<file path="src/sv/acs_pkg.sv">
// shared types, codes, command text and constants of the axis command sequencer
package acs_pkg;

  // sizing
  localparam int AxisCount  = 2;
  localparam int PosChars   = 7;
  localparam int QueueDepth = 2;
  localparam int AxisIdxW   = (AxisCount > 1) ? $clog2(AxisCount) : 1;
  localparam int QueueIdxW  = (QueueDepth > 1) ? $clog2(QueueDepth) : 1;
  localparam int QueueCntW  = $clog2(QueueDepth + 1);
  localparam int StepW      = 4;
  localparam int PosW       = 25;
  localparam int MagDigits  = 8;
  localparam int DigIdxW    = 3;
  localparam int DigCntW    = 4;
  localparam int TextIdW    = 3;
  localparam int TextIdxW   = 4;
  localparam int TextChars  = 11;

  // position saturation bounds, a minus sign takes one character
  localparam longint PosHi = (longint'(10) ** PosChars) - 1;
  localparam longint PosLo = -((longint'(10) ** (PosChars - 1)) - 1);

  // divide by ten through the reciprocal, exact for 32-bit values
  localparam logic [31:0] DivTenRecip = 32'hCCCCCCCD;
  localparam int          DivTenShift = 35;

  // command codes
  localparam logic [1:0] CmdHome  = 2'd0;
  localparam logic [1:0] CmdMove  = 2'd1;
  localparam logic [1:0] CmdReset = 2'd2;

  // reply codes
  localparam logic [2:0] RespNone   = 3'd0;
  localparam logic [2:0] RespAck    = 3'd1;
  localparam logic [2:0] RespMsg    = 3'd2;
  localparam logic [2:0] RespEMsg   = 3'd3;
  localparam logic [2:0] RespNoData = 3'd4;
  localparam logic [2:0] RespError  = 3'd5;

  // sequence steps
  localparam logic [StepW-1:0] StepZero     = 4'd0;
  localparam logic [StepW-1:0] HomeLastStep = 4'd13;
  localparam logic [StepW-1:0] MoveLastStep = 4'd5;
  localparam logic [StepW-1:0] MovePosStep  = 4'd2;

  // command text ids
  localparam logic [TextIdW-1:0] TextMoveN = 3'd4;
  localparam logic [TextIdW-1:0] TextMoveF = 3'd0;
  localparam logic [TextIdW-1:0] TextMoveA = 3'd7;

  // characters
  localparam logic [7:0] ChCr    = 8'h0D;
  localparam logic [7:0] ChLf    = 8'h0A;
  localparam logic [7:0] ChG     = 8'h47;
  localparam logic [7:0] ChMinus = 8'h2D;
  localparam logic [7:0] ChZero  = 8'h30;
  localparam logic [7:0] ChNone  = 8'h00;

  // command text, right aligned, home sequence first then the move prefix
  localparam logic [8*TextChars-1:0] TextStr [8] = '{
    "f1xG", "E1xG", "C1x2r2t0.2G", "V1x100G", "n1xG", "H1xG", "f1xG", "A1x"
  };
  localparam logic [TextIdxW-1:0] TextLen [8] = '{
    4'd4, 4'd4, 4'd11, 4'd7, 4'd4, 4'd4, 4'd4, 4'd3
  };

  typedef enum logic [1:0] {
    JOB_IDLE,
    JOB_TEXT,
    JOB_MOVE
  } job_kind_e;

  // one classified request handed from front to back
  typedef struct packed {
    job_kind_e          kind;
    logic               axis;
    logic               fin;
    logic [TextIdW-1:0] text_id;
    logic               neg;
    logic [PosW-1:0]    mag;
  } job_t;

  // character idx of command text id
  function automatic logic [7:0] text_char(logic [TextIdW-1:0] id, logic [TextIdxW-1:0] idx);
    logic [8*TextChars-1:0] s;
    logic [TextIdxW-1:0]    pos;
    s   = TextStr[id];
    pos = TextLen[id] - 4'd1 - idx;
    return s[{pos, 3'b000} +: 8];
  endfunction

endpackage

</file>
<file path="src/sv/acs_queue.sv">
// short request queue between the front and the back end
module acs_queue (
  input  logic          clk_i,
  input  logic          rst_ni,
  input  logic          push_i,
  input  acs_pkg::job_t push_job_i,
  output logic          full_o,
  input  logic          pop_i,
  output logic          empty_o,
  output acs_pkg::job_t head_o
);

  acs_pkg::job_t                 mem_q [acs_pkg::QueueDepth];
  logic [acs_pkg::QueueIdxW-1:0] wr_ptr_q;
  logic [acs_pkg::QueueIdxW-1:0] rd_ptr_q;
  logic [acs_pkg::QueueCntW-1:0] count_q;

  assign full_o  = (count_q == acs_pkg::QueueCntW'(acs_pkg::QueueDepth));
  assign empty_o = (count_q == '0);
  assign head_o  = mem_q[rd_ptr_q];

  // pointers and fill count
  always_ff @(posedge clk_i or negedge rst_ni) begin
    if (!rst_ni) begin
      wr_ptr_q <= '0;
      rd_ptr_q <= '0;
      count_q  <= '0;
    end else begin
      if (push_i) begin
        wr_ptr_q <= (wr_ptr_q == acs_pkg::QueueIdxW'(acs_pkg::QueueDepth - 1))
                    ? '0 : wr_ptr_q + 1'b1;
      end
      if (pop_i) begin
        rd_ptr_q <= (rd_ptr_q == acs_pkg::QueueIdxW'(acs_pkg::QueueDepth - 1))
                    ? '0 : rd_ptr_q + 1'b1;
      end
      if (push_i && !pop_i) begin
        count_q <= count_q + 1'b1;
      end else if (pop_i && !push_i) begin
        count_q <= count_q - 1'b1;
      end
    end
  end

  // entry storage
  always_ff @(posedge clk_i) begin
    if (push_i) begin
      mem_q[wr_ptr_q] <= push_job_i;
    end
  end

  a_no_overflow: assert property (@(posedge clk_i) disable iff (!rst_ni)
    push_i |-> !full_o)
    else $error("queue written while full");

  a_no_underflow: assert property (@(posedge clk_i) disable iff (!rst_ni)
    pop_i |-> !empty_o)
    else $error("queue read while empty");

endmodule

</file>
<file path="config.mk">
export PLATFORM = sky130hd
export DESIGN_NAME = acs_queue
export DESIGN_NICKNAME = d
export VERILOG_FILES = /design/src/sv/acs_pkg.sv /design/src/sv/acs_queue.sv
export SDC_FILE = /design/constraint.sdc
export NUM_CORES = 1
export LEC_CHECK = 0
export ABC_AREA = 1
export ABC_CLOCK_PERIOD_IN_PS = 7200
export BUFFER_PORTS_ARGS = -buffer_cell sky130_fd_sc_hd__buf_2
export CORE_MARGIN = 4
export CORE_UTILIZATION = 30
export DETAILED_ROUTE_END_ITERATION = 10
export PLACE_DENSITY_LB_ADDON = 0.2
export RECOVER_POWER = 25
export SLEW_MARGIN = 20
export SYNTH_ARGS = -nofsm -noshare
export SYNTH_HDL_FRONTEND = slang
export SYNTH_SLANG_ARGS = --single-unit
</file>
<file path="constraint.sdc">
create_clock -name clk_i -period 7.2 [get_ports clk_i]
set_clock_uncertainty 0.05 [all_clocks]
set_input_delay 0.72 -clock clk_i [delete_from_list [all_inputs] [get_ports clk_i]]
set_output_delay 0.72 -clock clk_i [all_outputs]
set_load 0.02 [all_outputs]
</file>
---- Yosys cells after proc, flatten, opt, wreduce, memory -nomap -nowiden ----
Memory sizes are Yosys's and may differ from the RTL's.
Cells that the tools add are included.
storage, ports and cells
  register bits ........................... 4
  memory bits (writable) .................. 66
  output and inout port bits .............. 35
  logic and storage cells ................. 21
  memories ................................ 1
operators by class
  add/subtract/negate cells ............... 4
  eq/ne operators ......................... 1
  multiplexer cells ....................... 6
  reduce and logical (&&, ||, !) cells .... 6
memories
  name   depth  width  rd ports  clocked after memory_dff  write ports  RTL line         text
  mem_q  2      33     1         0                         1            acs_queue.sv:13  acs_pkg::job_t mem_q [acs_pkg::QueueDepth];
operator list
  cell                   count
  $mux W1                4
  $mux W2                2
  $add A1 B1 Y1 const B  2
  $add A2 B1 Y2 const B  1
  $eq A2 B2 Y1 const B   1
  $logic_and A1 B1 Y1    2
  $logic_not A1 Y1       2
  $logic_not A2 Y1       1
  $reduce_bool A2 Y1     1
  $sub A2 B1 Y2 const B  1

---- Longest topological paths before layout ----
  depth in word-level cells ............... 4
  depth in mapped cells ................... 7
  depth with buffers taken out ............ 7

---- Worst setup path before layout ----
Ideal clock, no wire load.
  path type ............................... input-to-reg
  start point ............................. input port push_i
  end point ............................... memory mem_q[0][0] in the netlist's numbering (enable)
  setup time .............................. 0.424 ns
  arrival ................................. 2.151 ns
  required time ........................... 6.726 ns
  setup slack ............................. 4.575 ns
  stages on the path ...................... 2
  path buffers ............................ 0
  cell sequence ........................... inv_1 nor2_1
on the way
  longest elaborated chain between the ends .. 2
RTL lines
  what                           RTL line         text
  start, declared                acs_queue.sv:5   input logic push_i,
  $mux W1                        acs_queue.sv:47  if (push_i) begin
  $mux W1 (implied by the code)  acs_queue.sv:48  mem_q[wr_ptr_q] <= push_job_i;
  end, declared                  acs_queue.sv:13
No other way between the ends.

==> results.ini <==
[synthesis]
ys_types = 14
synth_fp_nets = 166
synth.top_cell.area_share_pct = 72.3
synthCells = 128
ys_warn_count = 0
synthTopCellsByArea = edfxtp_1 72%, mux2_4 16%, dfrtp_1 3.7%, buf_12 2.2%, mux2_2 1.6%
avgSynthCellArea_um2 = 21.4
netlist_area_mm2 = 0.00274
ys_seq_elements = 70
ys_seq_area_share_pct = 76.0
yosysTopAreaCell = edfxtp_1

[power_and_ir_drop]
power.density_mw_per_mm2 = 408
p_comb_share_pct = 30.7
pwr-share-seq_pct = 45.0
p_clk_share_pct = 24.3
vdd_drop_max_v = 0.000252
p_total_mw = 1.38
p_int_uw = 942
switching_share_pct = 31.6
p_leak_nw = 1.36
power.net_switching_uw = 436

[clock_tree]
cts_max_level = 3
cts_made_buffers = 9
clock_sinks = 70
insertion_delay_ns = 0.33
hold_buffers = 0
cts_resized = 0
cts_tree = done
cts.clk_slew.worst_paths_ns = 0.07
cts.path.max_buffers = 2
cts_root_buf = clkbuf_8
post-cts-setup-buffers = 0

[critical_path]
end_kind = primary output
cp_data_required_time_ns = 6.43
crit_path_start_kind = flop
worstPathMaxFanout = 34
critPathKind = reg -> out
reg2regPathDepth = 3
cp.arrival_ns = 2.02

[layout]
drive_gt1_share_pct = 53.8
layout.cells.non_filler = 320
ff_latch_area_mm2 = 0.00208
antenna_cells = 0
nNetsFinal = 245
multi_input_area_um2 = 568
nFillCells = 828
final_cell_mix = 66 x edfxtp_1, 63 x buf_2, 29 x mux2_4
mostFrequentLayoutCell = edfxtp_1
syn2layout_area_growth_pct = 23.3

[global_routing]
antenna_found_initial = 0
grt_use_total_pct = 9.11
grt_pass1_vias = 1433
grt_remaining_overflow = 0
grt_max_degree = 35
grt_pass1_wl_mm = 7.49

[die]
die_h_um = 104
core-area_mm2 = 0.00881
initial_core_util_pct = 31.1
fp.dieW_um = 104
die_area_mm2 = 0.0107
rows = 34
ios = 72

[placement]
io_buffers = 71
dpl.cell_count = 304
dpl.hpwl_mm = 3.13
gp_congestion = 0.649

[status]
status = finished clean

[worst_hold_path]
hold_class = in -> async

[job]
drv_cap = 0

[drt]
drc = 0
wirelength_mm = 4.83
drt-initial-drc-count = 44
dr.pass1.iters = 4
ant_nets = 0
vias = 1356
wl_per_cell_um = 15.1
viasPerCell = 4.24

[sta]
rsz0062_at_grt = no
hold_viol_final = 0
setup_tns_ns = 0
final.min_clock_period_ns = 2.79
fmax_mhz = 358
slew_viol_final = 0
worstMarginPinSlew_ns = 1.10
setup_viol = 0
relSlewSlack_pct = 26.4
fin_crit_sh_pct = 38.8

## logic make-up (layout without fill, tap and decap cells)
group         after synthesis  count (layout)  synth area share [%]
flops                      70              70                  76.0
simple gates               10              10                  1.51
xor+xnor                    3               3                 0.959
buf+inv                    11              95                  3.56
fa+ha+maj                   1               1                 0.457
mux                        33              33                  17.5
## cell usage after synthesis, drive strengths merged
library cell	count
dfrtp	4
nand4	1
xor2	2
edfxtp	66
nor2	3
buf	4
inv	7
mux2	33
ha	1
nand3	1
xnor2	1
nand2	5
## registers in the layout, summed over array words and instances, names as in the netlist
| name | flops |
|---|---|
| mem_q | 66 |
| wr_ptr_q | 1 |
| count_q | 2 |
| rd_ptr_q | 1 |
## worst max-delay path: stages (launching register included)
cell and delay, ns:
dfrtp_2 1.10, mux2_2 0.42, buf_2 0.16
## power by group through the flow
stage,combinational [mW],clock (mW),sequential [mW]
after floorplan,0.388,0,0.572
after global placement,0.431,0,0.629
after detailed placement,0.433,0,0.633
after CTS,0.434,0.345,0.625
after global routing,0.452,0.365,0.632
final,0.423,0.334,0.620
## layout make-up
cell class | instances | share of cell area [%]
Clock buffer | 9 | 3.67
Clock inverter | 7 | 2.63
Inverter | 7 | 0.778
Multi-Input combinational cell | 47 | 16.8
Sequential cell | 70 | 61.7
Tap cell | 108 | 4.00
Timing Repair Buffer | 72 | 10.4
## final timing paths
check / slack, ns / startpoint / to
hold / removal: 0.17 / rst_ni / wr_ptr_q
setup / recovery: 4.41 / rd_ptr_q / head_o[18]
hold reg to reg: 0.46 / count_q[1] / count_q[1]
setup reg to reg: 5.39 / wr_ptr_q / mem_q[1][13]
min in group clk_i: 0.46 / count_q[1] / count_q[1]
max in group asynchronous: 6.71 / rst_ni / rd_ptr_q
## layer usage
| layer | vias to the layer above | global-route usage (%) | wire, µm |
|---|---|---|---|
| li1 | 641 | - | - |
| met1 | 656 | 10.7 | 2100 |
| met2 | 53 | 14.2 | 2270 |
| met3 | 6 | 4.98 | 389 |
| met4 | 0 | 3.13 | 73 |
| met5 | - | 0 | 0 |
## per-stage QoR
step	utilization, %	area [µm²]	setup WS (ns)	hold WS, ns
final	38.4	3380	4.41	0.170
after global routing	38.4	3380	4.29	0.156
after CTS	38.5	3390	4.34	0.116
after detailed placement	36.1	3180	4.72	0.447
after global placement	36.1	3180	4.75	0.432
after floorplan	-	2740	4.58	0.374
No activity file was read; power rests on OpenSTA's default activity.
