[config.mk]
export PLATFORM = sky130hd
export DESIGN_NAME = acs_front
export DESIGN_NICKNAME = d
export VERILOG_FILES = /design/src/sv/acs_pkg.sv /design/src/sv/acs_front.sv
export SDC_FILE = /design/constraint.sdc
export NUM_CORES = 1
export LEC_CHECK = 0
export ABC_AREA = 0
export BUFFER_PORTS_ARGS = -buffer_cell sky130_fd_sc_hd__buf_2
export CAP_MARGIN = 20
export CORE_MARGIN = 1
export CORE_UTILIZATION = 40
export DETAILED_ROUTE_END_ITERATION = 16
export PLACE_DENSITY = 0.72
export SYNTH_ARGS = -nofsm -noshare
export SYNTH_HDL_FRONTEND = slang
export SYNTH_SLANG_ARGS = --single-unit
[constraint.sdc]
create_clock -name clk_i -period 6.05 [get_ports clk_i]
set_clock_uncertainty 0.1 [all_clocks]
set_input_delay 1.5125 -clock clk_i [delete_from_list [all_inputs] [get_ports clk_i]]
set_output_delay 1.5125 -clock clk_i [all_outputs]
set_load 0.1 [all_outputs]
[src/sv/acs_pkg.sv]
// shared types, codes, command text and constants of the axis command sequencer
package acs_pkg;

  // sizing
  localparam int AxisCount  = 2;
  localparam int PosChars   = 7;
  localparam int QueueDepth = 2;
  localparam int AxisIdxW   = (AxisCount > 1) ? $clog2(AxisCount) : 1;
  localparam int QueueIdxW  = (QueueDepth > 1) ? $clog2(QueueDepth) : 1;
  localparam int QueueCntW  = $clog2(QueueDepth + 1);
  localparam int StepW      = 4;
  localparam int PosW       = 25;
  localparam int MagDigits  = 8;
  localparam int DigIdxW    = 3;
  localparam int DigCntW    = 4;
  localparam int TextIdW    = 3;
  localparam int TextIdxW   = 4;
  localparam int TextChars  = 11;

  // position saturation bounds, a minus sign takes one character
  localparam longint PosHi = (longint'(10) ** PosChars) - 1;
  localparam longint PosLo = -((longint'(10) ** (PosChars - 1)) - 1);

  // divide by ten through the reciprocal, exact for 32-bit values
  localparam logic [31:0] DivTenRecip = 32'hCCCCCCCD;
  localparam int          DivTenShift = 35;

  // command codes
  localparam logic [1:0] CmdHome  = 2'd0;
  localparam logic [1:0] CmdMove  = 2'd1;
  localparam logic [1:0] CmdReset = 2'd2;

  // reply codes
  localparam logic [2:0] RespNone   = 3'd0;
  localparam logic [2:0] RespAck    = 3'd1;
  localparam logic [2:0] RespMsg    = 3'd2;
  localparam logic [2:0] RespEMsg   = 3'd3;
  localparam logic [2:0] RespNoData = 3'd4;
  localparam logic [2:0] RespError  = 3'd5;

  // sequence steps
  localparam logic [StepW-1:0] StepZero     = 4'd0;
  localparam logic [StepW-1:0] HomeLastStep = 4'd13;
  localparam logic [StepW-1:0] MoveLastStep = 4'd5;
  localparam logic [StepW-1:0] MovePosStep  = 4'd2;

  // command text ids
  localparam logic [TextIdW-1:0] TextMoveN = 3'd4;
  localparam logic [TextIdW-1:0] TextMoveF = 3'd0;
  localparam logic [TextIdW-1:0] TextMoveA = 3'd7;

  // characters
  localparam logic [7:0] ChCr    = 8'h0D;
  localparam logic [7:0] ChLf    = 8'h0A;
  localparam logic [7:0] ChG     = 8'h47;
  localparam logic [7:0] ChMinus = 8'h2D;
  localparam logic [7:0] ChZero  = 8'h30;
  localparam logic [7:0] ChNone  = 8'h00;

  // command text, right aligned, home sequence first then the move prefix
  localparam logic [8*TextChars-1:0] TextStr [8] = '{
    "f1xG", "E1xG", "C1x2r2t0.2G", "V1x100G", "n1xG", "H1xG", "f1xG", "A1x"
  };
  localparam logic [TextIdxW-1:0] TextLen [8] = '{
    4'd4, 4'd4, 4'd11, 4'd7, 4'd4, 4'd4, 4'd4, 4'd3
  };

  typedef enum logic [1:0] {
    JOB_IDLE,
    JOB_TEXT,
    JOB_MOVE
  } job_kind_e;

  // one classified request handed from front to back
  typedef struct packed {
    job_kind_e          kind;
    logic               axis;
    logic               fin;
    logic [TextIdW-1:0] text_id;
    logic               neg;
    logic [PosW-1:0]    mag;
  } job_t;

  // character idx of command text id
  function automatic logic [7:0] text_char(logic [TextIdW-1:0] id, logic [TextIdxW-1:0] idx);
    logic [8*TextChars-1:0] s;
    logic [TextIdxW-1:0]    pos;
    s   = TextStr[id];
    pos = TextLen[id] - 4'd1 - idx;
    return s[{pos, 3'b000} +: 8];
  endfunction

endpackage

[src/sv/acs_front.sv]
// front end: accepts requests, walks the per-axis step counters, classifies the work
module acs_front (
  input  logic                  clk_i,
  input  logic                  rst_ni,
  input  logic                  in_valid_i,
  output logic                  in_stall_o,
  input  logic [1:0]            command_i,
  input  logic                  axis_i,
  input  logic signed [24:0]    target_position_i,
  input  logic                  tx_space_i,
  input  logic [2:0]            response_code_i,
  input  logic                  full_i,
  output logic                  push_o,
  output acs_pkg::job_t         job_o
);

  logic [acs_pkg::StepW-1:0]    step_q [acs_pkg::AxisCount];
  logic [acs_pkg::StepW-1:0]    step_d;
  logic [acs_pkg::StepW-1:0]    step_cur;
  logic [acs_pkg::StepW-1:0]    last_step;
  logic [acs_pkg::AxisIdxW-1:0] ax_idx;
  logic                         ax_ok;
  logic                         step_we;
  logic signed [63:0]           pos_ext;
  logic signed [63:0]           pos_sat;
  logic [63:0]                  mag_ext;
  logic                         neg;

  assign in_stall_o = full_i;
  assign push_o     = in_valid_i && !full_i;
  assign ax_ok      = (int'(axis_i) < acs_pkg::AxisCount);
  assign ax_idx     = acs_pkg::AxisIdxW'(axis_i);
  assign step_cur   = step_q[ax_idx];

  // clamp the target to what fits in the position characters
  always_comb begin
    pos_ext = 64'(target_position_i);
    if (pos_ext > acs_pkg::PosHi) begin
      pos_sat = acs_pkg::PosHi;
    end else if (pos_ext < acs_pkg::PosLo) begin
      pos_sat = acs_pkg::PosLo;
    end else begin
      pos_sat = pos_ext;
    end
    neg     = (pos_sat < 0);
    mag_ext = neg ? 64'(-pos_sat) : 64'(pos_sat);
  end

  // step decision and job classification
  always_comb begin
    job_o.kind    = acs_pkg::JOB_IDLE;
    job_o.axis    = axis_i;
    job_o.fin     = 1'b0;
    job_o.text_id = acs_pkg::TextMoveF;
    job_o.neg     = neg;
    job_o.mag     = mag_ext[acs_pkg::PosW-1:0];
    step_d        = step_cur;
    step_we       = 1'b0;
    last_step     = (command_i == acs_pkg::CmdHome) ? acs_pkg::HomeLastStep
                                                    : acs_pkg::MoveLastStep;
    if (ax_ok) begin
      if (command_i == acs_pkg::CmdReset) begin
        step_d  = acs_pkg::StepZero;
        step_we = 1'b1;
      end else if ((command_i == acs_pkg::CmdHome || command_i == acs_pkg::CmdMove)
                   && step_cur <= last_step) begin
        if (!step_cur[0]) begin
          // even step: send the next command when there is room
          if (tx_space_i) begin
            step_d  = step_cur + 4'd1;
            step_we = 1'b1;
            if (command_i == acs_pkg::CmdHome) begin
              job_o.kind    = acs_pkg::JOB_TEXT;
              job_o.text_id = step_cur[acs_pkg::StepW-1:1];
            end else if (step_cur == acs_pkg::StepZero) begin
              job_o.kind    = acs_pkg::JOB_TEXT;
              job_o.text_id = acs_pkg::TextMoveN;
            end else if (step_cur == acs_pkg::MovePosStep) begin
              job_o.kind    = acs_pkg::JOB_MOVE;
              job_o.text_id = acs_pkg::TextMoveA;
            end else begin
              job_o.kind    = acs_pkg::JOB_TEXT;
              job_o.text_id = acs_pkg::TextMoveF;
            end
          end
        end else begin
          // odd step: wait for the reply
          if (response_code_i == acs_pkg::RespAck) begin
            step_we = 1'b1;
            if (step_cur == last_step) begin
              step_d    = acs_pkg::StepZero;
              job_o.fin = 1'b1;
            end else begin
              step_d = step_cur + 4'd1;
            end
          end else if (response_code_i inside {acs_pkg::RespEMsg, acs_pkg::RespNoData,
                                               acs_pkg::RespError}) begin
            step_d  = acs_pkg::StepZero;
            step_we = 1'b1;
          end
        end
      end
    end
  end

  // step counters
  always_ff @(posedge clk_i or negedge rst_ni) begin
    if (!rst_ni) begin
      for (int i = 0; i < acs_pkg::AxisCount; i++) begin
        step_q[i] <= acs_pkg::StepZero;
      end
    end else if (push_o && step_we) begin
      step_q[ax_idx] <= step_d;
    end
  end

  // a step never passes the last home step
  for (genvar g = 0; g < acs_pkg::AxisCount; g++) begin : g_step_chk
    a_step_bound: assert property (@(posedge clk_i) disable iff (!rst_ni)
      step_q[g] <= acs_pkg::HomeLastStep)
      else $error("step counter beyond the home sequence");
  end

endmodule

### Word level (Yosys, flattened, before mapping)

Cells that the tools add are included.

| storage, ports and cells | value |
|---|---|
| logic and storage cells | 68 |
| flip-flop bits (word level) | 8 |
| output and inout bits | 35 |
| input port bits | 36 |

| operators by class | value |
|---|---|
| add/sub/neg operators | 2 |
| multiplexer cells | 40 |
| reduce and logical (&&, ||, !) cells | 9 |
| eq/ne operators | 8 |
| bitwise gates (word level) | 1 |
| $lt $le $gt $ge | 6 |

Operator list:

| operator | count |
|---|---|
| $mux W64 | 2 |
| $lt A64 B1 Y1 const B | 1 |
| $mux W4 | 14 |
| $gt A25 B25 Y1 const B | 1 |
| $lt A25 B21 Y1 const B | 1 |
| $mux W25 | 1 |
| $neg A25 Y25 | 1 |
| $mux W3 | 5 |
| $mux W2 | 7 |
| $mux W1 | 9 |
| $bwmux W8 | 1 |
| $eq A3 B3 Y1 const B | 2 |
| $add A4 B1 Y4 const B | 1 |
| $demux W4 S1 | 1 |
| $eq A4 B2 Y1 const B | 1 |
| $eq A4 B4 Y1 | 1 |
| $le A4 B4 Y1 | 1 |
| $logic_and A1 B1 Y1 | 4 |
| $logic_not A4 Y1 | 1 |
| $eq A3 B1 Y1 const B | 1 |
| $eq A3 B2 Y1 const B | 1 |
| $reduce_bool A3 Y1 | 1 |
| $eq A2 B1 Y1 const B | 1 |
| $eq A2 B2 Y1 const B | 1 |
| other kinds (6) | 6 |

### Longest topological paths before layout

Gate-level depths: netlist (run 1).

| logic depth | value |
|---|---|
| depth after elaboration | 12 |
| depth in mapped cells | 17 |
| depth with buffers taken out | 16 |

### Worst setup path after synthesis (run 1)

OpenSTA, ideal clock, no wires.

| timing path | value |
|---|---|
| kind | input-to-output |
| start point | input port target_position_i[5] |
| end point | output port job_o[24] in the netlist's numbering |
| buffers on the path | 1 |
| setup slack | -3,447 ps |
| required time | 4,438 ps |
| stages | 16 |
| arrival | 7,884 ps |
| cells stage by stage | nor3_1 -> nand2_1 -> a41oi_1 -> nor2_1 -> o21ai_0 -> a211o_1 -> ha_1 -> clkbuf_1 -> or3_1 -> inv_1 -> ha_1 -> nor2b_1 -> o211ai_1 -> nor2_1 -> nand2_1 -> nor4b_1 |

RTL lines:

| element | line | source |
|---|---|---|
| from (decl) | acs_front.sv:9 | `input logic signed [24:0] target_position_i,` |
| to (decl) | acs_front.sv:14 | `output acs_pkg::job_t job_o` |

==> results of run 1 <==
kinds of logic (layout without fill, tap and decap cells):
group,count (synthesis),count (layout),share of synthesized area (%)
muxes,9,9,6.00
xor gates and xnor gates,7,7,3.59
AOI/OAI and AO/OA,85,85,32.7
adders and majority gates,8,8,5.86
DFF,8,8,11.7
buffers and inverters,24,107,6.37
and+or+nand+nor,118,118,33.7
cell type report:
type / instances / area (um^2) / share of cell area [%]
Sequential cell: 8 / 200 / 7.14
Clock buffer: 3 / 41.3 / 1.47
Multi-Input combinational cell: 227 / 1610 / 57.5
Timing Repair Buffer: 93 / 845 / 30.1
Tap cell: 50 / 62.6 / 2.23
Inverter: 11 / 41.3 / 1.47
cell usage in the layout (no fill, tap or decap), types with 4 or more instances in the layout:
| master | netlist | final |
|---|---|---|
| dfrtp_1 | 8 | 8 |
| a21oi_1 | 28 | 20 |
| buf_2 | 0 | 47 |
| o21ai_0 | 20 | 15 |
| buf_12 | 0 | 19 |
| mux2i_1 | 4 | 4 |
| nand2_1 | 27 | 23 |
| ha_1 | 8 | 6 |
| nor2_1 | 38 | 35 |
| a21oi_2 | 0 | 8 |
| nor4_1 | 9 | 7 |
| nor3_1 | 10 | 8 |
| nand3_1 | 5 | 5 |
| inv_1 | 11 | 10 |
| o211ai_1 | 4 | 4 |
| a31oi_1 | 12 | 10 |
| buf_4 | 3 | 22 |
where the power goes:
group / internal [mW] / switching [mW] / total, mW
Clock: 0.0430 / 0.0202 / 0.0632
Combinational: 0.130 / 0.282 / 0.412
Sequential: 0.0601 / 0.00370 / 0.0638
per-stage QoR:
stage               area, um^2  util (%)  TNS (ns)  setup WS, ns  instances
floorplan                 1900         -     -4.36        -0.665        259
global placement          2640      64.9         0       0.00779        382
detailed placement        2640      64.9    -0.251       -0.0755        382
CTS                       2780      68.5   -0.0133       -0.0133        392
global route              2800      69.1    -0.816        -0.145        392
finish                    2800      69.1         0        0.0108        392
metal layers:
layer	part of all wire (%)	up-vias
met5	0	-
met2	48	168
met1	39	1143
met4	2.6	0
li1	-	1131
met3	9.5	22
worst paths after layout:
check / from / endpoint / slack [ns] / depth (start not counted)
worst max-delay path: target_position_i[2] / job_o[18] / 0.01 / 19
worst min-delay path: step_q[4] / step_q[4] / 0.39 / 2
worst max register to register: step_q[0] / step_q[1] / 3.50 / 8
worst min register to register: step_q[4] / step_q[4] / 0.39 / 2
max in group asynchronous: rst_ni / step_q[7] / 4.66 / 1
min in group asynchronous: rst_ni / step_q[6] / 1.02 / 1
critical path: cells and delay by family:
family | cells | cell delay, ns
buffers and inverters | 4 | 0.50
adder cells (fa/ha/maj) | 2 | 0.33
AND/OR/NAND/NOR | 6 | 1.07
AO/OA/AOI/OAI | 7 | 1.00
timing repair:
item                                   4_1_cts  5_1_grt
hold buffers                                 0        0
buffers inserted                             7        0
setup endpoints to repair                    6       13
pin swaps                                   13       16
resized for setup                           15        6
endpoints found under the hold margin        0        0
==> results.py, run 1 <==
metrics = {
    "setup_path": {
        "end_kind": "output pin",
        "worstPathMaxFanout": 5,
        "start_kind": "primary input",
        "path_cells": "buf_8 > nor3_4 > nand2_2 > a41oi_2 > nor2_1 > o21ai_1 > a211o_1 > ha_4 > or3_4 > inv_2 > ha_4 > nor2b_4 > o211ai_1 > nor2_2 > buf_6 > a21oi_2 > o211ai_1 > a31oi_2 > buf_12",
        "required_ns": 4.44,
        "worst_ep_arrival_time_ns": 4.43,
        "critical_path.max_stage_delay_ns": 0.40,
        "path_class": "in2out",
        "critPathSlowestCell": "or3_4",
    },
    "synth": {
        "synth_cell_types": 48,
        "synth_top_area_cell": "dfrtp_1",
        "synthCells": 259,
        "synthFlopType": "dfrtp_1",
        "synth_fp_nets": 303,
        "synth_edf_count": 0,
        "yosysMostFrequentCell": "nor2_1",
        "ys_top_cells_by_area": "dfrtp_1 12%, nor2_1 8.3%, a21oi_1 8.2%",
        "yosysSeqAreaShare_pct": 11.7,
        "yosysTopAreaCellShare_pct": 11.7,
        "async_flop_share_pct": 100,
        "synth.ff_latch_count": 8,
        "netlist_area_um2": 1710,
        "avgSynthCellArea_um2": 6.60,
        "synthTopCellsByCount": "38 x nor2_1, 28 x a21oi_1, 27 x nand2_1",
        "yosysWarnings": 0,
    },
    "sta": {
        "finalSetupViolCount": 0,
        "grt_setup_unrepaired": "yes",
        "min_period_over_period_pct": 99.8,
        "relSlewSlack_pct": 53.2,
        "slew_viol_final": 0,
        "fin_hold_ws_ns": 0.391,
        "finalCriticalPeriod_ns": 6.04,
        "hold_viol_final": 0,
        "timing.fmax_mhz": 166,
        "worst_slew_pin_slew_ns": 0.695,
    },
    "drt": {
        "drt_iter0_markers": 232,
        "finalWirelength_um": 6040,
        "final_antenna_net_count": 0,
        "wl_per_cell_um": 15.4,
        "avgViaCountPerCell": 6.29,
        "drc": 0,
        "firstDrtPassIters": 7,
        "vias": 2464,
    },
    "cells_and_area": {
        "area_delta_synth_final_pct": 64.0,
        "top_regs": "step_q x8",
        "antenna_cells": 0,
        "drive_above_1_share_pct": 40.6,
        "n_fill_cell": 333,
        "nets": 388,
        "largest-register": "step_q",
        "largest_register_ffs": 8,
    },
    "die": {
        "row_count": 23,
        "io_pins": 71,
        "die_h_um": 67.4,
        "core_area_um2": 4060,
        "die_area_um2": 4540,
        "dieWidth_um": 67.4,
        "start_util_pct": 42.1,
    },
    "global_routing": {
        "grt_pass1_wl_um": 9830,
        "grt_max_degree": 32,
        "grt_use_met2_pct": 47.8,
        "busiest_layer": "met2",
        "grt_pass1_vias": 2129,
        "antenna_found_initial": 0,
        "grt_util_met3_pct": 3.72,
        "use_met1_pct": 35.4,
        "grt_util_all_layers_pct": 27.8,
        "overflow": 0,
    },
    "power": {
        "power.density_nw_per_um2": 192,
        "vdd_drop_max_uv": 226,
        "p_leak_nw": 1.25,
        "p_total_uw": 539,
    },
    "run_status": {
        "status": "completed",
    },
    "clock_tree": {
        "cts_max_level": 1,
        "cts-buffers-inserted": 3,
        "cts_tree": "done",
        "cts-root-buf": "clkbuf_8",
        "clock_insertion_delay_worst_skew_ns": 0.22,
        "cts.sinks": 8,
        "clk_pin_slew_ns": 0.04,
        "cts.path.max_buffers": 2,
    },
    "place": {
        "port_buffers": 70,
        "place.gp.congestion": 0.965,
        "hpwl_um": 4670,
    },
    "min_path": {
        "hold_class": "reg2reg",
    },
    "flow_run": {
        "drv_cap": 0,
    },
}
(Power assumes the default switching activity.)
==> run 2: changes to the inputs <==
--- a/config.mk
+++ b/config.mk
@@ -8,8 +8,9 @@
 export ABC_AREA = 0
 export BUFFER_PORTS_ARGS = -buffer_cell sky130_fd_sc_hd__buf_2
 export CAP_MARGIN = 20
-export CORE_MARGIN = 1
+export CORE_MARGIN = 2
 export CORE_UTILIZATION = 40
+export CTS_BUF_LIST = sky130_fd_sc_hd__clkbuf_2 sky130_fd_sc_hd__clkbuf_4 sky130_fd_sc_hd__clkbuf_8
 export DETAILED_ROUTE_END_ITERATION = 16
 export PLACE_DENSITY = 0.72
 export SYNTH_ARGS = -nofsm -noshare
==> results.py, run 2 (same netlist as run 1, synthesis figures left out) <==
metrics = {
    "global_routing": {
        "overflow": 0,
        "grt_util_all_layers_pct": 24.6,
        "grt_pass1_vias": 2152,
        "grt_pass1_wl_um": 10100,
        "grt_max_degree": 32,
        "antenna_found_initial": 0,
    },
    "clock_tree": {
        "clock_insertion_delay_worst_skew_ns": 0.23,
        "cts-root-buf": "clkbuf_8",
        "cts_max_level": 1,
        "cts.sinks": 8,
        "postCtsHoldBufs": 0,
        "clk_pin_slew_ns": 0.04,
        "cts.path.max_buffers": 2,
        "cts-buffers-inserted": 3,
        "cts_tree": "done",
    },
    "setup_path": {
        "path_class": "in2out",
        "worst_ep_arrival_time_ns": 4.57,
        "end_kind": "output pin",
        "crit_start": "target_position_i[2]",
        "r2r-start": "step_q[0]",
        "worstPathMaxFanout": 4,
        "start_kind": "primary input",
        "required_ns": 4.44,
    },
    "sta": {
        "relSlewSlack_pct": 48.5,
        "worst_slew_pin_slew_ns": 0.765,
        "finalCriticalPeriod_ns": 6.18,
        "fin_hold_ws_ns": 0.379,
        "setup_slack_ns": -0.135,
        "slew_viol_final": 0,
        "min_period_over_period_pct": 102,
        "timing.fmax_mhz": 162,
        "finalSetupViolCount": 7,
        "hold_viol_final": 0,
        "grt_setup_unrepaired": "yes",
        "finalSetupTns_ns": -0.608,
    },
    "cells_and_area": {
        "largest_register_ffs": 8,
        "drive_above_1_share_pct": 41.9,
        "final_area_um2": 2840,
        "final_cells": 394,
        "antenna_cells": 0,
        "layout_commonest_cell": "buf_2",
        "n_fill_cell": 316,
        "nets": 390,
        "largest-register": "step_q",
        "area_delta_synth_final_pct": 66.3,
        "finish.utilization_pct": 70.1,
        "top_regs": "step_q x8",
        "final_cell_mix": "46 x buf_2, 34 x nor2_1, 23 x nand2_1, 23 x buf_4, 20 x a21oi_1",
    },
    "die": {
        "die_h_um": 69.4,
        "io_pins": 71,
        "dieWidth_um": 69.4,
        "start_util_pct": 42.1,
        "die_area_um2": 4810,
        "row_count": 23,
        "core_area_um2": 4060,
    },
    "drt": {
        "drt_iter0_markers": 357,
        "avgViaCountPerCell": 6.06,
        "drc": 0,
        "vias": 2386,
        "firstDrtPassIters": 5,
        "final_antenna_net_count": 0,
        "finalWirelength_um": 6260,
        "wl_per_cell_um": 15.9,
    },
    "power": {
        "p_total_uw": 544,
        "power.density_nw_per_um2": 191,
        "p_leak_nw": 1.27,
        "vdd_drop_max_uv": 156,
    },
    "place": {
        "place_inst": 385,
        "pre_cts_ws_ns": -0.0250,
        "place.gp.congestion": 0.914,
        "placed_area_um2": 2660,
        "port_buffers": 70,
        "hpwl_um": 4760,
    },
    "min_path": {
        "hold_class": "reg2reg",
        "worstHoldStart": "step_q[3]",
    },
    "flow_run": {
        "drv_cap": 0,
    },
    "run_status": {
        "status": "complete, but fails checks",
        "violations": "setup timing",
    },
}
==> run 2: timing repair <==
item                                    CTS  global route
resized for setup                         0            27
endpoints found under the setup margin    5            11
setup buffers                             0             7
pin swaps                                 1            25
==> run 2: path summary, 6_finish.rpt <==
path,to,slack [ns],cells past startpoint
min in group asynchronous,step_q[1],1.02,1
worst max-delay path,job_o[14],-0.13,18
worst min register to register,step_q[3],0.38,2
max in group asynchronous,step_q[7],4.67,1
worst min-delay path,step_q[3],0.38,2
worst max register to register,step_q[1],3.45,8
==> run 2: area by class of cell <==
cell class	count	area, um^2	area share (%)
Multi-Input combinational cell	227	1630	57.3
Timing Repair Buffer	95	866	30.5
Clock buffer	3	41.3	1.45
Inverter	11	43.8	1.54
Sequential cell	8	200	7.04
Tap cell	50	62.6	2.20
==> run 2: routing by layer <==
layer  part of all wire (%)  vias up  track usage (%)
li1                       -     1142                -
met1                     43     1085             33.0
met2                     47      138             41.3
met3                    7.5       21             1.60
met4                    2.9        0             8.93
met5                      0        -                0
==> run 2: power breakdown <==
| group | switching (mW) | leakage, nW | total [mW] | internal [mW] |
|---|---|---|---|---|
| clock | 0.0199 | 0.0216 | 0.0629 | 0.0430 |
| sequential | 0.00376 | 0.110 | 0.0639 | 0.0601 |
| combinational | 0.285 | 1.14 | 0.417 | 0.132 |
| total | 0.308 | 1.27 | 0.544 | 0.235 |
==> run 2: worst max-delay path, cell delays in order <==
cell,delay [ns]
buf_8,0.10
nor3_4,0.23
nand2_2,0.10
a41oi_2,0.19
nor2_1,0.06
o21ai_1,0.13
a211o_1,0.18
ha_4,0.21
or3_4,0.39
inv_4,0.08
ha_4,0.13
nor2b_4,0.13
o211ai_1,0.17
buf_4,0.20
nor4_2,0.17
o211ai_1,0.13
a21oi_2,0.23
buf_12,0.21
==> run 3: changes to the inputs <==
--- a/config.mk
+++ b/config.mk
@@ -6,13 +6,14 @@
 export NUM_CORES = 1
 export LEC_CHECK = 0
 export ABC_AREA = 0
+export ABC_CLOCK_PERIOD_IN_PS = 6050
 export BUFFER_PORTS_ARGS = -buffer_cell sky130_fd_sc_hd__buf_2
 export CAP_MARGIN = 20
 export CORE_MARGIN = 2
-export CORE_UTILIZATION = 40
+export CORE_UTILIZATION = 41
 export CTS_BUF_LIST = sky130_fd_sc_hd__clkbuf_2 sky130_fd_sc_hd__clkbuf_4 sky130_fd_sc_hd__clkbuf_8
 export DETAILED_ROUTE_END_ITERATION = 16
-export PLACE_DENSITY = 0.72
+export PLACE_DENSITY = 0.74
 export SYNTH_ARGS = -nofsm -noshare
 export SYNTH_HDL_FRONTEND = slang
 export SYNTH_SLANG_ARGS = --single-unit
==> results.py, run 3 (same netlist as run 1, synthesis figures left out) <==
metrics = {
    "clock_tree": {
        "cts.sinks": 8,
        "cts_tree": "done",
        "cts.path.max_buffers": 2,
        "cts-root-buf": "clkbuf_8",
        "clk_pin_slew_ns": 0.04,
        "cts-buffers-inserted": 3,
        "clock_insertion_delay_worst_skew_ns": 0.23,
        "cts_max_level": 1,
    },
    "global_routing": {
        "grt_max_degree": 32,
        "antenna_found_initial": 0,
        "grt_pass1_wl_um": 9530,
        "overflow": 0,
        "grt_pass1_vias": 2159,
        "grt_util_all_layers_pct": 26.1,
    },
    "run_status": {
        "status": "complete, but fails checks",
        "violations": "setup timing",
    },
    "flow_run": {
        "drv_cap": 0,
    },
    "cells_and_area": {
        "n_fill_cell": 325,
        "largest_register_ffs": 8,
        "area_delta_synth_final_pct": 65.2,
        "nets": 391,
        "finish.utilization_pct": 70.6,
        "top_regs": "step_q x8",
        "largest-register": "step_q",
        "final_cell_mix": "47 x buf_2, 33 x nor2_1, 25 x buf_4",
        "register_area_um2": 200,
        "final_area_um2": 2820,
        "multi_input_area_um2": 1620,
        "layout_commonest_cell": "buf_2",
        "antenna_cells": 0,
        "drive_above_1_share_pct": 42.3,
    },
    "drt": {
        "avgViaCountPerCell": 6.11,
        "firstDrtPassIters": 4,
        "drt_iter0_markers": 166,
        "final_antenna_net_count": 0,
        "wl_per_cell_um": 15.6,
        "vias": 2413,
        "drc": 0,
        "finalWirelength_um": 6180,
    },
    "die": {
        "die_h_um": 68.6,
        "start_util_pct": 42.7,
        "io_pins": 71,
        "row_count": 23,
        "die_area_um2": 4700,
        "core_area_um2": 4000,
        "dieWidth_um": 68.6,
    },
    "sta": {
        "min_period_over_period_pct": 101,
        "worst_slew_pin_slew_ns": 0.528,
        "finalSetupViolCount": 5,
        "grt_setup_unrepaired": "yes",
        "relSlewSlack_pct": 64.1,
        "slew_viol_final": 0,
        "finalCriticalPeriod_ns": 6.11,
        "hold_viol_final": 0,
        "timing.fmax_mhz": 164,
        "setup_slack_ns": -0.0638,
    },
    "setup_path": {
        "path_class": "in2out",
        "required_ns": 4.44,
        "worst_ep_arrival_time_ns": 4.50,
        "worstPathMaxFanout": 4,
        "end_kind": "output pin",
        "start_kind": "primary input",
    },
    "place": {
        "place.gp.congestion": 0.987,
        "pre_cts_ws_ns": -0.0311,
        "placed_area_um2": 2610,
        "port_buffers": 70,
        "hpwl_um": 4640,
    },
    "power": {
        "p_leak_nw": 1.26,
        "power.density_nw_per_um2": 192,
        "vdd_drop_max_uv": 197,
    },
    "min_path": {
        "hold_class": "reg2reg",
    },
}
[run 3: timing repair]
action                     in CTS  in global routing
resized for setup              13                 10
pin swaps                      16                 15
setup endpoints to repair       4                 15
setup buffers                   8                  3
hold buffers                    0                  0
[run 3: final cells by class]
cell class,count,share of cell area (%)
multi-input cells,227,57.5
repair buffers,96,30.3
flip-flops and latches,8,7.09
well taps,50,2.22
clock buffers,3,1.46
inverters,11,1.46
[run 3: per-layer routing]
metal,wire [um],part of all wire (%),track usage (%)
met5,0,0,0
met4,180,2.9,9.00
met2,3100,50,48.0
met3,389,6.3,1.30
met1,2500,41,32.1
[run 3: worst max-delay path: stages]
cell and delay (ns):
buf_6 0.10, nor3_4 0.20, nand2_2 0.10, a41oi_2 0.14, nor2_1 0.07, o21ai_1 0.16
a211o_1 0.18, ha_4 0.20, or3_4 0.36, inv_2 0.08, ha_4 0.13, nor2b_4 0.13
o211ai_1 0.16, nor2_2 0.32, buf_6 0.15, nor2_2 0.05, xnor2_2 0.16, nor2_4 0.11
buf_12 0.18
[run 3: report_power, final]
part	internal, mW	switching (mW)
clock	0.0430	0.0201
sequential	0.0601	0.00377
combinational	0.130	0.284
total	0.233	0.308
[run 3: final timing paths]
check / slack (ns) / startpoint / cells after the start / end
max: -0.06 / target_position_i[3] / 19 / job_o[16]
min: 0.37 / step_q[3] / 2 / step_q[3]
max reg2reg: 3.43 / step_q[4] / 8 / step_q[1]
min reg2reg: 0.37 / step_q[3] / 2 / step_q[3]
max in group asynchronous: 4.67 / rst_ni / 1 / step_q[3]
min in group asynchronous: 1.02 / rst_ni / 1 / step_q[4]
[run 3: stage by stage]
stage                     hold WS (ns)  TNS (ns)  total power, mW  cells
after CTS                        0.375  -0.00495            0.535    392
after floorplan                  0.344     -4.36            0.344    259
after global routing             0.391     -1.61            0.566    395
after global placement           0.359         0            0.462    381
final                            0.373    -0.193            0.541    395
after detailed placement         0.366   -0.0311            0.466    381
